File: src/rtl/nlp_pkg.sv
package nlp_pkg;

	typedef struct packed {
		logic [7:0] ch;
		logic       end_of_text;
	} in_word_t;

	typedef struct packed {
		logic [7:0] out_byte;
		logic [1:0] status;
		logic       last_byte;
	} out_word_t;

	typedef struct packed {
		logic [31:0] acc;
		logic        neg;
		logic        ovf;
		logic        bad;
	} lit_t;

	typedef struct packed {
		logic avail;
		logic full;
	} q_stat_t;

	localparam logic [1:0] ST_OK       = 2'd0;
	localparam logic [1:0] ST_BAD_CHAR = 2'd1;
	localparam logic [1:0] ST_TOO_BIG  = 2'd2;
	localparam logic [1:0] ST_TOO_LOW  = 2'd3;

	localparam logic [1:0] TYPE_BYTE = 2'd0;
	localparam logic [1:0] TYPE_WORD = 2'd1;
	localparam logic [1:0] TYPE_LONG = 2'd2;

	localparam logic [7:0] CH_ZERO   = 8'h30;
	localparam logic [7:0] CH_NINE   = 8'h39;
	localparam logic [7:0] CH_LO_A   = 8'h61;
	localparam logic [7:0] CH_LO_F   = 8'h66;
	localparam logic [7:0] CH_UP_A   = 8'h41;
	localparam logic [7:0] CH_UP_F   = 8'h46;
	localparam logic [7:0] CH_X      = 8'h78;
	localparam logic [7:0] CH_HYPHEN = 8'h2D;

	localparam logic [31:0] HEX_OVF_LIM = 32'h1000_0000;
	localparam logic [31:0] DEC_OVF_LIM = 32'd429496729;

	localparam logic [31:0] NMAX_BYTE = 32'd128;
	localparam logic [31:0] NMAX_WORD = 32'd32768;
	localparam logic [31:0] NMAX_LONG = 32'h8000_0000;

endpackage

File: src/rtl/nlp_front.sv
module nlp_front (
	input  logic              clk,
	input  logic              arst_n,
	input  logic              in_valid,
	output logic              in_ready,
	input  nlp_pkg::in_word_t in_data,
	input  nlp_pkg::q_stat_t  q_stat,
	output logic              push,
	output nlp_pkg::lit_t     push_data
);

	logic [31:0] acc_q;
	logic [1:0]  pos_q;
	logic        hex_q;
	logic        neg_q;
	logic        ovf_q;
	logic        bad_q;

	logic        is_dec;
	logic        is_letter;
	logic        digit_ok;
	logic [3:0]  d;
	logic        is_prefix;
	logic        is_minus;
	logic [31:0] acc_d;
	logic        hex_d;
	logic        neg_d;
	logic        ovf_d;
	logic        bad_d;
	logic        take;

	assign in_ready = !q_stat.full;
	assign take     = in_valid && in_ready;
	assign push     = take && in_data.end_of_text;

	always_comb begin
		is_dec    = (in_data.ch >= nlp_pkg::CH_ZERO) && (in_data.ch <= nlp_pkg::CH_NINE);
		is_letter = hex_q &&
			(((in_data.ch >= nlp_pkg::CH_LO_A) && (in_data.ch <= nlp_pkg::CH_LO_F)) ||
			 ((in_data.ch >= nlp_pkg::CH_UP_A) && (in_data.ch <= nlp_pkg::CH_UP_F)));
		digit_ok  = is_dec || is_letter;
		d         = is_dec ? in_data.ch[3:0] : in_data.ch[3:0] + 4'd9;
		is_prefix = (in_data.ch == nlp_pkg::CH_X) && (pos_q == 2'd1) && !hex_q && !neg_q &&
			!bad_q && (acc_q == 32'd0);
		is_minus  = (in_data.ch == nlp_pkg::CH_HYPHEN) &&
			((!hex_q && (pos_q == 2'd0)) || (hex_q && (pos_q == 2'd2)));

		acc_d = acc_q;
		hex_d = hex_q;
		neg_d = neg_q;
		ovf_d = ovf_q;
		bad_d = bad_q;
		if (is_prefix) begin
			hex_d = 1'b1;
		end else if (is_minus) begin
			neg_d = 1'b1;
		end else if (!digit_ok) begin
			bad_d = 1'b1;
		end else if (hex_q) begin
			if (acc_q >= nlp_pkg::HEX_OVF_LIM)
				ovf_d = 1'b1;
			acc_d = {acc_q[27:0], d};
		end else begin
			if ((acc_q > nlp_pkg::DEC_OVF_LIM) ||
			    ((acc_q == nlp_pkg::DEC_OVF_LIM) && (d > 4'd5)))
				ovf_d = 1'b1;
			acc_d = {acc_q[28:0], 3'b000} + {acc_q[30:0], 1'b0} + {28'd0, d};
		end
	end

	assign push_data = '{acc: acc_d, neg: neg_d, ovf: ovf_d, bad: bad_d};

	always_ff @(posedge clk or negedge arst_n) begin
		if (!arst_n) begin
			acc_q <= '0;
			pos_q <= '0;
			hex_q <= 1'b0;
			neg_q <= 1'b0;
			ovf_q <= 1'b0;
			bad_q <= 1'b0;
		end else if (take) begin
			if (in_data.end_of_text) begin
				acc_q <= '0;
				pos_q <= '0;
				hex_q <= 1'b0;
				neg_q <= 1'b0;
				ovf_q <= 1'b0;
				bad_q <= 1'b0;
			end else begin
				acc_q <= acc_d;
				hex_q <= hex_d;
				neg_q <= neg_d;
				ovf_q <= ovf_d;
				bad_q <= bad_d;
				if (pos_q != 2'd3)
					pos_q <= pos_q + 2'd1;
			end
		end
	end

endmodule

File: src/rtl/nlp_queue.sv
module nlp_queue (
	input  logic             clk,
	input  logic             arst_n,
	input  logic             push,
	input  nlp_pkg::lit_t    push_data,
	input  logic             pop,
	output nlp_pkg::lit_t    head,
	output nlp_pkg::q_stat_t q_stat
);

	nlp_pkg::lit_t mem_q [2];
	logic          wr_ptr_q;
	logic          rd_ptr_q;
	logic [1:0]    count_q;

	assign head         = mem_q[rd_ptr_q];
	assign q_stat.avail = (count_q != 2'd0);
	assign q_stat.full  = (count_q == 2'd2);

	always_ff @(posedge clk) begin
		if (push)
			mem_q[wr_ptr_q] <= push_data;
	end

	always_ff @(posedge clk or negedge arst_n) begin
		if (!arst_n) begin
			wr_ptr_q <= 1'b0;
			rd_ptr_q <= 1'b0;
			count_q  <= '0;
		end else begin
			if (push)
				wr_ptr_q <= !wr_ptr_q;
			if (pop)
				rd_ptr_q <= !rd_ptr_q;
			if (push && !pop)
				count_q <= count_q + 2'd1;
			else if (pop && !push)
				count_q <= count_q - 2'd1;
		end
	end

endmodule

File: src/rtl/nlp_back.sv
module nlp_back (
	input  logic               clk,
	input  logic               arst_n,
	input  logic [1:0]         value_type,
	input  nlp_pkg::lit_t      head,
	input  nlp_pkg::q_stat_t   q_stat,
	output logic               pop,
	output logic               out_valid,
	input  logic               out_ready,
	output nlp_pkg::out_word_t out_data
);

	logic [1:0]         k_q;
	logic               out_valid_q;
	nlp_pkg::out_word_t out_q;

	logic [1:0]         last_idx;
	logic               too_big_u;
	logic [31:0]        nmax;
	logic [1:0]         status;
	logic [31:0]        v;
	logic [7:0]         b;
	logic               is_last;
	logic               load;

	always_comb begin
		unique case (value_type)
			nlp_pkg::TYPE_BYTE: begin
				last_idx  = 2'd0;
				too_big_u = (head.acc[31:8] != 24'd0);
				nmax      = nlp_pkg::NMAX_BYTE;
			end
			nlp_pkg::TYPE_WORD: begin
				last_idx  = 2'd1;
				too_big_u = (head.acc[31:16] != 16'd0);
				nmax      = nlp_pkg::NMAX_WORD;
			end
			default: begin
				last_idx  = 2'd3;
				too_big_u = 1'b0;
				nmax      = nlp_pkg::NMAX_LONG;
			end
		endcase

		priority if (head.bad)
			status = nlp_pkg::ST_BAD_CHAR;
		else if (head.ovf)
			status = nlp_pkg::ST_TOO_BIG;
		else if (head.neg && (head.acc > nmax))
			status = nlp_pkg::ST_TOO_LOW;
		else if (!head.neg && too_big_u)
			status = nlp_pkg::ST_TOO_BIG;
		else
			status = nlp_pkg::ST_OK;

		v = head.neg ? (~head.acc + 32'd1) : head.acc;
		unique case (k_q)
			2'd0:    b = v[7:0];
			2'd1:    b = v[15:8];
			2'd2:    b = v[23:16];
			default: b = v[31:24];
		endcase

		if (status != nlp_pkg::ST_OK) begin
			b       = 8'd0;
			is_last = 1'b1;
		end else begin
			is_last = (k_q == last_idx);
		end
	end

	assign load      = q_stat.avail && (!out_valid_q || out_ready);
	assign pop       = load && is_last;
	assign out_valid = out_valid_q;
	assign out_data  = out_q;

	always_ff @(posedge clk) begin
		if (load)
			out_q <= '{out_byte: b, status: status, last_byte: is_last};
	end

	always_ff @(posedge clk or negedge arst_n) begin
		if (!arst_n) begin
			out_valid_q <= 1'b0;
			k_q         <= '0;
		end else begin
			if (load)
				out_valid_q <= 1'b1;
			else if (out_ready)
				out_valid_q <= 1'b0;
			if (load)
				k_q <= is_last ? 2'd0 : k_q + 2'd1;
		end
	end

endmodule

File: src/rtl/numeric_literal_parser_unit.sv
// channel | direction | word                            | handshake
// in      | input     | ch, end_of_text                 | in_valid / in_ready
// out     | output    | out_byte, status, last_byte     | out_valid / out_ready
// cfg     | input     | value_type (2 bits)             | cfg_valid / cfg_ready
//
// One character is taken per cycle while the two-entry literal queue has room.
// The final character of a literal enters the queue at its accepting edge; the
// back end then loads result words from the queue head into the output register,
// one per cycle unless out stalls: 1, 2 or 4 bytes, or one error word.
// Reset clears the digit state, the queue and the output valid flag; value_type
// returns to long. Out stalls hold the output register and, once the queue is
// full, in_ready falls. cfg_ready is always high.
module numeric_literal_parser_unit (
	input  logic               clk,
	input  logic               arst_n,
	input  logic               in_valid,
	output logic               in_ready,
	input  nlp_pkg::in_word_t  in_data,
	output logic               out_valid,
	input  logic               out_ready,
	output nlp_pkg::out_word_t out_data,
	input  logic               cfg_valid,
	output logic               cfg_ready,
	input  logic [1:0]         cfg_data
);

	logic [1:0]       value_type_q;
	logic             push;
	logic             pop;
	nlp_pkg::lit_t    push_data;
	nlp_pkg::lit_t    head;
	nlp_pkg::q_stat_t q_stat;

	assign cfg_ready = 1'b1;

	always_ff @(posedge clk or negedge arst_n) begin
		if (!arst_n)
			value_type_q <= nlp_pkg::TYPE_LONG;
		else if (cfg_valid)
			value_type_q <= cfg_data;
	end

	nlp_front u_front (
		.clk       (clk),
		.arst_n    (arst_n),
		.in_valid  (in_valid),
		.in_ready  (in_ready),
		.in_data   (in_data),
		.q_stat    (q_stat),
		.push      (push),
		.push_data (push_data)
	);

	nlp_queue u_queue (
		.clk       (clk),
		.arst_n    (arst_n),
		.push      (push),
		.push_data (push_data),
		.pop       (pop),
		.head      (head),
		.q_stat    (q_stat)
	);

	nlp_back u_back (
		.clk        (clk),
		.arst_n     (arst_n),
		.value_type (value_type_q),
		.head       (head),
		.q_stat     (q_stat),
		.pop        (pop),
		.out_valid  (out_valid),
		.out_ready  (out_ready),
		.out_data   (out_data)
	);

endmodule

File: config.mk
export PLATFORM = sky130hd
export DESIGN_NAME = numeric_literal_parser_unit
export DESIGN_NICKNAME = d
export VERILOG_FILES = /design/src/rtl/nlp_pkg.sv /design/src/rtl/nlp_front.sv /design/src/rtl/nlp_queue.sv /design/src/rtl/nlp_back.sv /design/src/rtl/numeric_literal_parser_unit.sv
export SDC_FILE = /design/constraint.sdc
export NUM_CORES = 1
export LEC_CHECK = 0
export ABC_AREA = 1
export BUFFER_PORTS_ARGS = -buffer_cell sky130_fd_sc_hd__buf_4
export CAP_MARGIN = 15
export CORE_ASPECT_RATIO = 1.75
export CORE_MARGIN = 2
export CORE_UTILIZATION = 40
export DETAILED_ROUTE_END_ITERATION = 8
export GPL_TIMING_DRIVEN = 0
export PLACE_DENSITY = 0.54
export SYNTH_ARGS = -nofsm -noshare
export SYNTH_HDL_FRONTEND = slang
export SYNTH_SLANG_ARGS = --single-unit
File: constraint.sdc
create_clock -name clk -period 4.6 [get_ports clk]
set_input_delay 0.92 -clock clk [delete_from_list [all_inputs] [get_ports clk]]
set_output_delay 0.92 -clock clk [all_outputs]
set_load 0.01 [all_outputs]
* Word-level counts from Yosys, hierarchy flattened
Memory sizes are Yosys's and may differ from the RTL's.
Cells that the tools add are included.
** Operators by class
- Add/sub/neg operators :: 8
- Multipliers :: 0
- Divide/modulo/power cells :: 0
- Magnitude comparators :: 10
- Equality and inequality tests :: 11
- Shifts and indexed selects :: 0
- Mux-type cells :: 41
- Bitwise operators :: 1
- Reductions and logical operators :: 50
** Operator list (number)
- two-way mux 32 bit :: 6
- case mux 32 bit (2 select lines) :: 1
- adder 32 x 1 -> 32 bit, second input constant :: 1
- adder 32 bit :: 1
- adder 32 x 4 -> 32 bit :: 1
- == test 32 x 29 -> 1 bit, second input constant :: 1
- >= comparator 32 x 29 -> 1 bit, second input constant :: 1
- > comparator 32 x 29 -> 1 bit, second input constant :: 1
- > comparator 32 bit :: 1
- zero test 32 bit :: 1
- inverter 32 bit :: 1
- case mux 8 bit (3 select lines) :: 1
- nonzero test 24 bit :: 1
- logical AND 1 bit :: 21
- two-way mux 1 bit :: 21
- two-way mux 2 bit :: 9
- >= comparator 8 x 7 -> 1 bit, second input constant :: 2
- <= comparator 8 x 7 -> 1 bit, second input constant :: 2
- nonzero test 16 bit :: 1
- nonzero test 2 bit :: 6
- zero test 1 bit :: 10
- == test 8 x 6 -> 1 bit, second input constant :: 1
- == test 8 x 7 -> 1 bit, second input constant :: 1
- >= comparator 8 x 6 -> 1 bit, second input constant :: 1
- 15 further kinds :: 28
** Storage, ports and cells
- Register bits :: 58
- Latch bits :: 0
- RAM bits :: 70
- ROM bits :: 0
- Bits of input ports :: 16
- Output and inout bits :: 14
- Word-level logic and storage cells :: 137
- Memories kept :: 1
** Memories
- u_queue.mem_q :: words 2, width 35, rd ports 1, clocked after memory_dff 0, write ports 1, RTL line nlp_queue.sv:11 : nlp_pkg::lit_t mem_q [2];

* Logic depth before layout (Yosys ltp)
Gate-level depths: netlist (run 1).
An unclocked memory read counts as a cell.
- Depth in word-level cells :: 14
- Depth in mapped cells :: 24
- Mapped depth without buffers :: 24

* By module
From an unflattened synthesis (run 1), not the netlist that was laid out.
** Second synthesis, totals
- Cell total of the unflattened synthesis :: 1436
- Area, all modules :: 10536.4 µm²
** Modules (own cells, without submodules)
- nlp_front :: instances 1, cells each 918, area an instance 5447.7 µm², seq. area each 950.9 µm²
- nlp_queue :: instances 1, cells each 134, area an instance 2882.8 µm², seq. area each 2202.1 µm²
- nlp_back :: instances 1, cells each 373, area an instance 2117.0 µm², seq. area each 405.4 µm²
- numeric_literal_parser_unit :: instances 1, cells each 11, area an instance 88.8 µm², seq. area each 51.3 µm²

* Worst setup path after synthesis (run 1)
Ideal clock, no wire load.
- Kind :: in2reg
- Start point :: input in_data[1] (netlist bit)
- End point :: memory u_queue.mem_q[0][21] (netlist bit) (data pin)
- Library setup time :: 0.258 ns
- Data arrival time :: 3.581 ns
- Required time :: 4.342 ns
- Path slack :: 0.761 ns
- Stages :: 19
- Path through :: inv_1 ha_1 nor2_1 nand2_1 nand3_1 nand2_1 xor2_1 inv_1 fa_1 fa_1 nand3_1 nand2_1 nand2_1 nand2_1 nand3_1 nand2_1 xnor2_1 o21ai_0 and2_1
** RTL lines
- from (decl) :: RTL line numeric_literal_parser_unit.sv:18 : input nlp_pkg::in_word_t in_data,
- to (decl) :: RTL line nlp_queue.sv:11

==> results.toml, run 1 <==
[grt]
grt_max_degree = 48
grt.overflow.total = 0
grt_pass1_wl_mm = 52.8
grt_pass1_vias = 9975
antenna_found_initial = 0
grt_usage_pct = 25.3

[route]
drt.antenna.violating_nets = 0
wirelength_mm = 33.2
avgViaCountPerCell = 5.25
dr.pass1.iters = 5
wire_per_inst_microns = 17.9
num_vias = 9725
drc_errors = 0
drt_iter0_drc = 734

[placement]
hpwl_mm = 27.0
preCtsSetupSlack_ns = -0.133
gp_congestion = 0.944
io_buffers = 28

[worst_setup_path]
critPathTopFamily = "simple AND/OR/NAND/NOR gates"
crit_chain = "buf_4 > inv_1 > ha_1 > nor2_1 > nand2_1 > nand3_1 > nand2_1 > xor2_1 > inv_1 > fa_1 > fa_1 > nand3_1 > nand2_1 > nand3_1 > nand3_1 > nand2_1 > nand2_1 > nand2_1 > nand3_1 > nand2_1 > o21ai_0"
crit_buf_inv = 3
critPathKind = "in2reg"
cpPeakStageDelay_ns = 0.57
crit_required_ns = 4.69
critPathSlowestCell = "fa_1"
crit_arrival_ns = 4.34
crit_top_cell = "nand2_1"
critPathCaptureType = "flip-flop"
path_max_fanout = 6
crit_path_start_kind = "input pin"

[yosys]
synth_nets = 1570
synth.area.top_cells = "edfxtp_1, nand2_1, dfrtp_1"
synth_edf_count = 81
ys_ff_latch = 128
synthTopCellsByCount = "nand2_1, inv_1, nor2_1"
synth_top_area_share_pct = 23.6
synthCells = 1476
yosysTopAreaCell = "edfxtp_1"
yosysWarnings = 0
yosysUniqueCellTypes = 54
ys_seq_area_share_pct = 35.0
ys.flop_type = "edfxtp_1"
avgSynthCellArea_sq_um = 7.00
yosysMostFrequentCell = "nand2_1"
async_flop_share_pct = 36.7
syn_area_sq_mm = 0.0103

[power]
irDropWorstVdd_v = 0.000237
powerDensity_mw_per_mm2 = 442
p_leak_nw = 5.74

[cts]
cts_hold_buf = 0
clk_path_buf_depth = 2
clk_pin_slew_worst_paths_ns = 0.06
clk-insertion-delay-late_ns = 0.43
cts_tree = "done"
cts_num_sinks = 128
cts_root_buf = "clkbuf_16"
cts_setup_buffers = 0
cts_resized = 0
htreeDepth = 4
cts_buffers = 17

[floorplan]
io_pins = 30
die_width_microns = 125
rows = 77
start_util_pct = 40.7
die_area_sq_mm = 0.0272
die_h_microns = 217
core_region_area_sq_mm = 0.0253

[sta]
setup_ws_ns = 0.352
rsz0062_at_grt = "false"
worst_slew_pin_slew_ns = 0.865
hold_viol_final = 0
fmax_ghz = 0.235
clock_skew_ns = 0.0122
setup_viol = 0
maxSlewViolCount = 0
hold-worst-slack_ns = 0.503
period_needed_ns = 4.25
finalSetupTns_ns = 0
period_share_pct = 92.3
worst_slew_margin_rel_pct = 42.3

[run]
maxCapViolations = 0

[min_path]
min_path_type = "reg2reg"

[finish]
diodes = 0
areaGrowthSynthToFinish_pct = 12.2
nNetsFinal = 1619
fin_util_pct = 45.7
final_layout_size_suffix_gt1_share_pct = 8.65

[outcome]
outcome = "completed"
state kept, by name, summed over array words and instances, names as in the netlist:
name / flops
u_back.k_q: 2
u_front.hex_q: 1
u_front.ovf_q: 1
u_queue.mem_q: 70
u_back.out_data: 11
u_front.pos_q: 2
u_front.acc_q: 32
value_type_q: 2
u_queue.rd_ptr_q: 1
u_queue.wr_ptr_q: 1
u_queue.count_q: 2
u_front.neg_q: 1
u_front.bad_q: 1
u_back.out_valid: 1
layer usage:
layer	up-vias	wire length, microns	GRT usage (%)
met4	0	2720	18.5
met2	230	18000	48.7
met5	-	0	0
met3	108	762	2.74
li1	4894	-	-
met1	4493	11700	24.2
path summary, 6_finish.rpt:
kind | endpoint | slack, ns | depth (start not counted) | start
max in group asynchronous | u_back.out_valid$_DFFE_PN0P_ | 3.59 | 1 | arst_n
min in group asynchronous | u_front.acc_q[3]$_DFFE_PN0P_ | 0.51 | 1 | arst_n
max reg2reg | u_queue.count_q[1]$_DFFE_PN0P_ | 1.30 | 18 | u_queue.rd_ptr_q$_DFFE_PN0P_
min reg2reg | u_queue.count_q[1]$_DFFE_PN0P_ | 0.50 | 1 | u_queue.count_q[1]$_DFFE_PN0P_
max | u_queue.mem_q[1][25]$_DFFE_PP_ | 0.35 | 21 | in_data[1]
min | u_queue.count_q[1]$_DFFE_PN0P_ | 0.50 | 1 | u_queue.count_q[1]$_DFFE_PN0P_
through the flow:
stage	area (sq um)	power, mW	cells
after global placement	10900	3.73	1820
final	11600	5.12	1854
after floorplan	10300	3.04	1476
after detailed placement	11000	3.76	1822
after CTS	11600	5.14	1854
after global routing	11600	5.46	1854
worst reg2reg max path, delay by kind of cell (launching register included):
family          cells  cell delay (ns)
simple gates        8             1.21
fa+ha+maj           2             0.52
buf+inv             3             0.50
compound gates      4             0.47
flops               1             0.34
xor+xnor            1             0.13
cell type report:
| cell class | count | area, sq um |
|---|---|---|
| inverters | 204 | 773 |
| flip-flops and latches | 128 | 3610 |
| well taps | 316 | 395 |
| clock buffers | 18 | 429 |
| fillers | 2697 | 13800 |
| plain buffers | 38 | 236 |
| repair buffers | 30 | 250 |
| clock inverters | 14 | 166 |
| multi-input cells | 1106 | 5720 |
where the power goes:
group | leakage [nW] | switching [mW] | internal, mW
combinational | 4.06 | 1.51 | 0.702
sequential | 1.40 | 0.100 | 1.43
clock | 0.284 | 0.526 | 0.851
cells in the final DEF, fill, tap and decap left out, types with 5 or more instances in the layout:
cell type  instances
nand3_1          100
o22ai_1           10
buf_4             31
dfrtp_1           46
xor2_1            11
nor4_1             5
edfxtp_1          81
nor2_2             6
xnor2_1           14
nand2_2           22
nand4_1           24
nand2_1          470
clkbuf_1          16
nor2_4             5
ha_1              76
nor3_1            18
nor2_1           134
clkbuf_16         17
o211ai_1           5
o21ai_1            5
buf_2             11
inv_1            198
a21oi_1           74
o21ai_0           87
logic make-up (layout without fill, tap and decap cells):
kind of cell	after synthesis	count (layout)	share of synthesized area, %
compound gates	199	199	10.5
xor+xnor	25	25	2.12
fa+ha+maj	78	78	9.60
buf+inv	242	304	9.78
flops	128	128	35.0
mux	1	1	0.0970
other cells	1	1	0.0363
simple gates	802	802	32.9
No activity file was read; power rests on OpenSTA's default activity.
==> run 2: changes to the inputs <==
Settings changed: CELL_PAD_IN_SITES_DETAIL_PLACEMENT from default to 1, CELL_PAD_IN_SITES_GLOBAL_PLACEMENT from default to 2, CORE_UTILIZATION 40 to 33, PLACE_DENSITY 0.54 to 0.76.
Clock period 4.6 ns to 3.62 ns, I/O delays scaled along.
==> run 2 against run 1 <==
Against the previous run:
- critical endpoint is now u_queue.mem_q[0][14]$_DFFE_PP_
- critical path type unchanged
- clock-buffer cell count stayed put
- sequential share of layout area is 1.0 points lower
- worst setup slack worse by 0.20 ns
- largest power group unchanged
==> results.toml, run 2 (synthesized netlist as in run 1, its figures left out) <==
[floorplan]
die_area_sq_mm = 0.0328
io_pins = 30
start_util_pct = 33.5
die_width_microns = 138
rows = 85
core_region_area_sq_mm = 0.0308
die_h_microns = 238

[cts]
htreeDepth = 4
clk_path_buf_depth = 2
clk-insertion-delay-late_ns = 0.43
cts_root_buf = "clkbuf_16"
cts_buffers = 17
cts_hold_buf = 0
cts_tree = "done"
clk_pin_slew_worst_paths_ns = 0.06
cts_num_sinks = 128

[worst_setup_path]
critPathCaptureType = "flip-flop"
crit_path_start_kind = "input pin"
crit_arrival_ns = 3.62
crit_required_ns = 3.77
path_max_fanout = 5
critPathKind = "in2reg"
r2r_cells = 18

[power]
irDropWorstVdd_v = 0.000320
p_leak_nw = 5.82
power_mw = 6.66
powerDensity_mw_per_mm2 = 556

[grt]
grt_max_degree = 48
grt_usage_pct = 24.3
grt_pass1_wl_mm = 59.1
grt_pass1_vias = 10600
grt.overflow.total = 0
antenna_found_initial = 0

[sta]
worst_slew_pin_slew_ns = 0.922
period_needed_ns = 3.47
hold_viol_final = 0
worst_slew_margin_rel_pct = 38.5
maxSlewViolCount = 0
fmax_ghz = 0.288
clock_skew_ns = 0.00810
period_share_pct = 95.9
setup_viol = 0

[route]
wire_per_inst_microns = 19.7
dr.pass1.iters = 5
drt.antenna.violating_nets = 0
num_vias = 9834
wirelength_mm = 38.0
avgViaCountPerCell = 5.08
drt_iter0_drc = 285
drc_errors = 0

[finish]
areaGrowthSynthToFinish_pct = 16.0
top_register = "u_queue.mem_q"
diodes = 0
final_cell_mix = "nand2_1, inv_1, nor2_1"
nNetsFinal = 1624
final_layout_size_suffix_gt1_share_pct = 12.1
largest_reg_flops = 70
mostFrequentLayoutCell = "nand2_1"
finish.instance_area_sq_mm = 0.0120

[outcome]
outcome = "completed"

[run]
maxCapViolations = 0

[placement]
gp_congestion = 0.887
io_buffers = 28
place_area_sq_mm = 0.0111
hpwl_mm = 31.4

[min_path]
min_path_type = "in2async"
==> run 2: cell count changes in the layout (fill, tap and decap cells not counted), moves of 6 or more <==
cell     change
nand2_1     -18
nand2_2     +14
nand3_1     -12
o21ai_0      -9
nand3_2      +6
nand3_4      +6
o21ai_1      +6
==> run 2: through the flow <==
stage	setup WS [ns]	instances	hold slack [ns]	utilization [%]	setup TNS [ns]
3_5_place_dp	-0.863	1897	0.494	35.9	-49.62
5_1_grt	-0.0428	1934	0.359	38.8	-0.251
6_report	0.149	1934	0.320	38.8	0
3_3_place_gp	-1.02	1895	0.478	35.8	-115.89
4_1_cts	0.00480	1930	0.340	38.1	0
2_1_floorplan	0.0442	1476	0.428	-	0
==> run 2: path summary, 6_finish.rpt <==
kind                                           startpoint                        endpoint  slack (ns)
setup reg to reg             u_queue.rd_ptr_q$_DFFE_PN0P_  u_queue.count_q[1]$_DFFE_PN0P_        0.31
max in group asynchronous                          arst_n     value_type_q[0]$_DFFE_PN0P_        2.78
min in group clk                                cfg_valid     value_type_q[1]$_DFFE_PN1P_        0.48
setup / recovery                               in_data[1]  u_queue.mem_q[0][14]$_DFFE_PP_        0.15
hold reg to reg            u_queue.count_q[1]$_DFFE_PN0P_  u_queue.count_q[1]$_DFFE_PN0P_        0.50
hold / removal                                     arst_n    u_front.acc_q[3]$_DFFE_PN0P_        0.32
==> run 2: per-layer routing <==
layer / share of wire [%] / GRT usage (%) / wire (microns)
met1: 36 / 23.2 / 13500
met5: 0 / 0 / 0
met3: 1.0 / 2.23 / 398
met2: 56 / 47.9 / 21500
met4: 7.0 / 15.6 / 2660
==> run 2: layout make-up <==
cell class                 count  area (sq um)
inverter                     204           773
timing repair buffer          35           288
clock inverter                14           179
tap                          391           489
fill                        3932         18900
buffer                        38           236
sequential                   128          3610
clock buffer                  18           429
multi-input combinational   1106          5980
==> run 2: what timing repair did <==
action                                  in CTS  in global routing
buffers inserted                             1                  4
endpoints found under the setup margin      59                 79
pin swaps                                    1                 16
gates resized for setup                     22                 50
==> run 2: worst max-delay path, cell delays in order <==
cell	delay [ns]
buf_4	0.11
inv_2	0.06
ha_2	0.18
nor2_1	0.10
nand2_1	0.09
nand3_4	0.11
nand2_2	0.07
xor2_2	0.16
inv_2	0.07
fa_1	0.50
ha_1	0.32
nand2_1	0.07
nor2_1	0.04
nand2_1	0.10
nand3_4	0.10
nand2_1	0.14
nand2_4	0.10
xor2_1	0.18
o21ai_0	0.24
nand2_1	0.15
==> run 2: where the power goes <==
part           switching, mW  internal [mW]  total, mW  leakage (nW)
clock network          0.705           1.09       1.80         0.290
logic                   2.00          0.914       2.91          4.14
registers              0.135           1.82       1.95          1.40
==> run 3: changes to the inputs <==
Settings changed: ABC_AREA 1 to default, CELL_PAD_IN_SITES_DETAIL_PLACEMENT 1 to default, CELL_PAD_IN_SITES_GLOBAL_PLACEMENT 2 to default, CORE_UTILIZATION 33 to 40, PLACE_DENSITY 0.76 to 0.56.
==> run 3 against run 2 <==
Against the previous run:
- the run now ends with negative setup slack left
- synthesized cell count down 31%
- routed wire length decreased by 20%
- via count decreased by 15%
- combinational power is 31% higher
- final area shrank 2.2%
- largest cell class unchanged
==> results.toml, run 3 <==
[power]
p_int_mw = 4.42
power.share.clock_pct = 21.2
comb_power_share_pct = 49.4
p_sw_share_pct = 42.8
powerDensity_mw_per_mm2 = 659
p_leak_nw = 4.68
seqPwrFrac_pct = 29.4
p_switching_mw = 3.31
power_mw = 7.72
irDropWorstVdd_v = 0.000354

[yosys]
synth_edf_count = 81
yosysWarnings = 0
avgSynthCellArea_sq_um = 9.32
async_flop_share_pct = 36.7
ys.flop_type = "edfxtp_1"
syn_area_sq_mm = 0.00950
synth_nets = 1114
ys_seq_area_share_pct = 38.0
synth.area.top_cells = "edfxtp_1, dfrtp_1, ha_1"
synthTopCellsByCount = "nor2_1, nand2_1, a21oi_1"
ys_ff_latch = 128
yosysTopAreaCell = "edfxtp_1"
yosysMostFrequentCell = "nor2_1"
synth_top_area_share_pct = 25.6
yosysUniqueCellTypes = 77
synthCells = 1020

[grt]
grt_pass1_vias = 8556
grt_pass1_wl_mm = 46.7
grt_max_degree = 48
grt_usage_pct = 24.4
grt.overflow.total = 0
antenna_found_initial = 0

[sta]
period_needed_ns = 4.28
hold_viol_final = 0
period_share_pct = 118
clock_skew_ns = 0.0115
worst_slew_margin_rel_pct = 32.8
worst_slew_pin_slew_ns = 1.00
fmax_ghz = 0.234
maxSlewViolCount = 0
setup_ws_ns = -0.661
setup_viol = 78
rsz0062_at_grt = "true"

[worst_setup_path]
crit_path_start_kind = "input pin"
crit_arrival_ns = 4.46
crit_required_ns = 3.79
reg2reg_slack_ns = -0.17
critPathCaptureType = "flip-flop"
critPathKind = "in2reg"
path_max_fanout = 3
r2r_cells = 11

[floorplan]
core_region_area_sq_mm = 0.0233
start_util_pct = 40.7
io_pins = 30
die_area_sq_mm = 0.0251
rows = 74
die_h_microns = 208
die_width_microns = 121

[placement]
io_buffers = 27
gp_congestion = 0.974
hpwl_mm = 23.6
place_area_sq_mm = 0.0102

[outcome]
violations = "negative setup slack"
outcome = "finished with violations"

[finish]
largest_reg_flops = 70
fillCellCount = 2249
areaGrowthSynthToFinish_pct = 23.4
finish.instance_area_sq_mm = 0.0117
final_layout_size_suffix_gt1_share_pct = 20.9
diodes = 0
regArea_sq_mm = 0.00361
nNetsFinal = 1201
final_cell_mix = "nand2_1, nor2_1, edfxtp_1"
multi_input_area_sq_mm = 0.00621
top_register = "u_queue.mem_q"

[route]
drt.antenna.violating_nets = 0
avgViaCountPerCell = 5.88
wire_per_inst_microns = 21.5
dr.pass1.iters = 5
num_vias = 8375
wirelength_mm = 30.6
drt_iter0_drc = 686
drc_errors = 0

[cts]
cts_root_buf = "clkbuf_16"
cts_buffers = 17
cts_tree = "done"
clk_path_buf_depth = 2
cts_num_sinks = 128
clk-insertion-delay-late_ns = 0.43
clk_pin_slew_worst_paths_ns = 0.06
htreeDepth = 4

[min_path]
min_path_type = "in2async"

[run]
maxCapViolations = 0
run 3: cell types whose count changed after synthesis, sizes merged, moves of 14 or more:
| cell | delta |
|---|---|
| nand3 | -75 |
| nor3b | +18 |
| nor3 | +17 |
| inv | -174 |
| xor2 | +17 |
| clkbuf | +20 |
| nand2 | -400 |
| o21ai | -25 |
| nor2 | -50 |
| mux2i | +41 |
| a211oi | +18 |
| a22o | +14 |
run 3: area by class of cell:
| cell class | instances | area share (%) |
|---|---|---|
| timing repair buffer | 70 | 4.95 |
| clock inverter | 15 | 1.17 |
| multi-input combinational | 813 | 52.9 |
| buffer | 46 | 2.22 |
| tap | 304 | 3.24 |
| sequential | 128 | 30.8 |
| clock buffer | 17 | 3.63 |
| inverter | 31 | 1.04 |
run 3: critical path, stage by stage:
cell and delay, ns:
buf_6 0.09, or3b_4 0.42, a211oi_4 0.24, nor2_1 0.08, xor2_1 0.26, ha_1 0.32, ha_4 0.20, fa_2 0.37
a211oi_4 0.29, nor2_2 0.09, a21oi_4 0.19, a21oi_2 0.08, o21ai_1 0.17, a21boi_1 0.08, or3_1 0.31, a31o_2 0.27
mux2_4 0.26
run 3: kinds of logic (layout without fill, tap and decap cells):
| group | Yosys count | in the layout | share of synthesized area (%) |
|---|---|---|---|
| compound gates | 295 | 295 | 20.2 |
| xor+xnor | 54 | 54 | 4.98 |
| fa+ha+maj | 78 | 78 | 10.4 |
| buf+inv | 79 | 179 | 3.56 |
| flops | 128 | 128 | 38.0 |
| mux | 54 | 54 | 5.85 |
| other cells | 1 | 1 | 0.0395 |
| simple gates | 331 | 331 | 16.9 |
run 3: worst paths after layout:
path                                               from                             end
setup / recovery                             in_data[8]  u_queue.mem_q[0][21]$_DFFE_PP_
hold / removal                                   arst_n    u_front.acc_q[1]$_DFFE_PN0P_
setup reg to reg           u_front.acc_q[6]$_DFFE_PN0P_  u_queue.mem_q[0][21]$_DFFE_PP_
hold reg to reg            u_back.out_valid$_DFFE_PN0P_    u_back.out_valid$_DFFE_PN0P_
max in group asynchronous                        arst_n    u_queue.rd_ptr_q$_DFFE_PN0P_
min in group clk                              cfg_valid     value_type_q[1]$_DFFE_PN1P_
run 3: stage by stage:
step | worst slack (ns) | hold slack [ns] | std cells | utilization (%) | setup TNS [ns]
after floorplan | -0.787 | 0.428 | 1020 | - | -23.51
after global placement | -1.65 | 0.474 | 1351 | 43.7 | -136.73
after detailed placement | -1.63 | 0.486 | 1352 | 43.8 | -111.58
after CTS | -0.634 | 0.350 | 1407 | 48.7 | -21.78
after global routing | -0.813 | 0.371 | 1424 | 50.2 | -41.92
final | -0.661 | 0.330 | 1424 | 50.2 | -31.29
run 3: layer usage:
metal | GRT usage (%) | part of all wire, % | vias to the layer above
li1 | - | - | 4002
met2 | 45.9 | 55 | 248
met1 | 23.9 | 35 | 4021
met5 | 0 | 0 | -
met3 | 2.63 | 2.6 | 104
met4 | 18.1 | 7.4 | 0
run 3: power by group through the flow:
stage | registers [mW] | clock network, mW | logic (mW)
floorplan | 2.20 | 0 | 2.32
global placement | 2.28 | 0 | 3.25
detailed placement | 2.28 | 0 | 3.27
CTS | 2.25 | 1.66 | 3.54
global route | 2.30 | 1.73 | 4.12
finish | 2.27 | 1.64 | 3.82
run 3: timing repair:
item	4_1_cts	5_1_grt
setup buffers	25	17
endpoints found under the setup margin	100	89
gates resized for setup	86	50
pin swaps	35	30
gates cloned	0	1
hold buffers	0	0
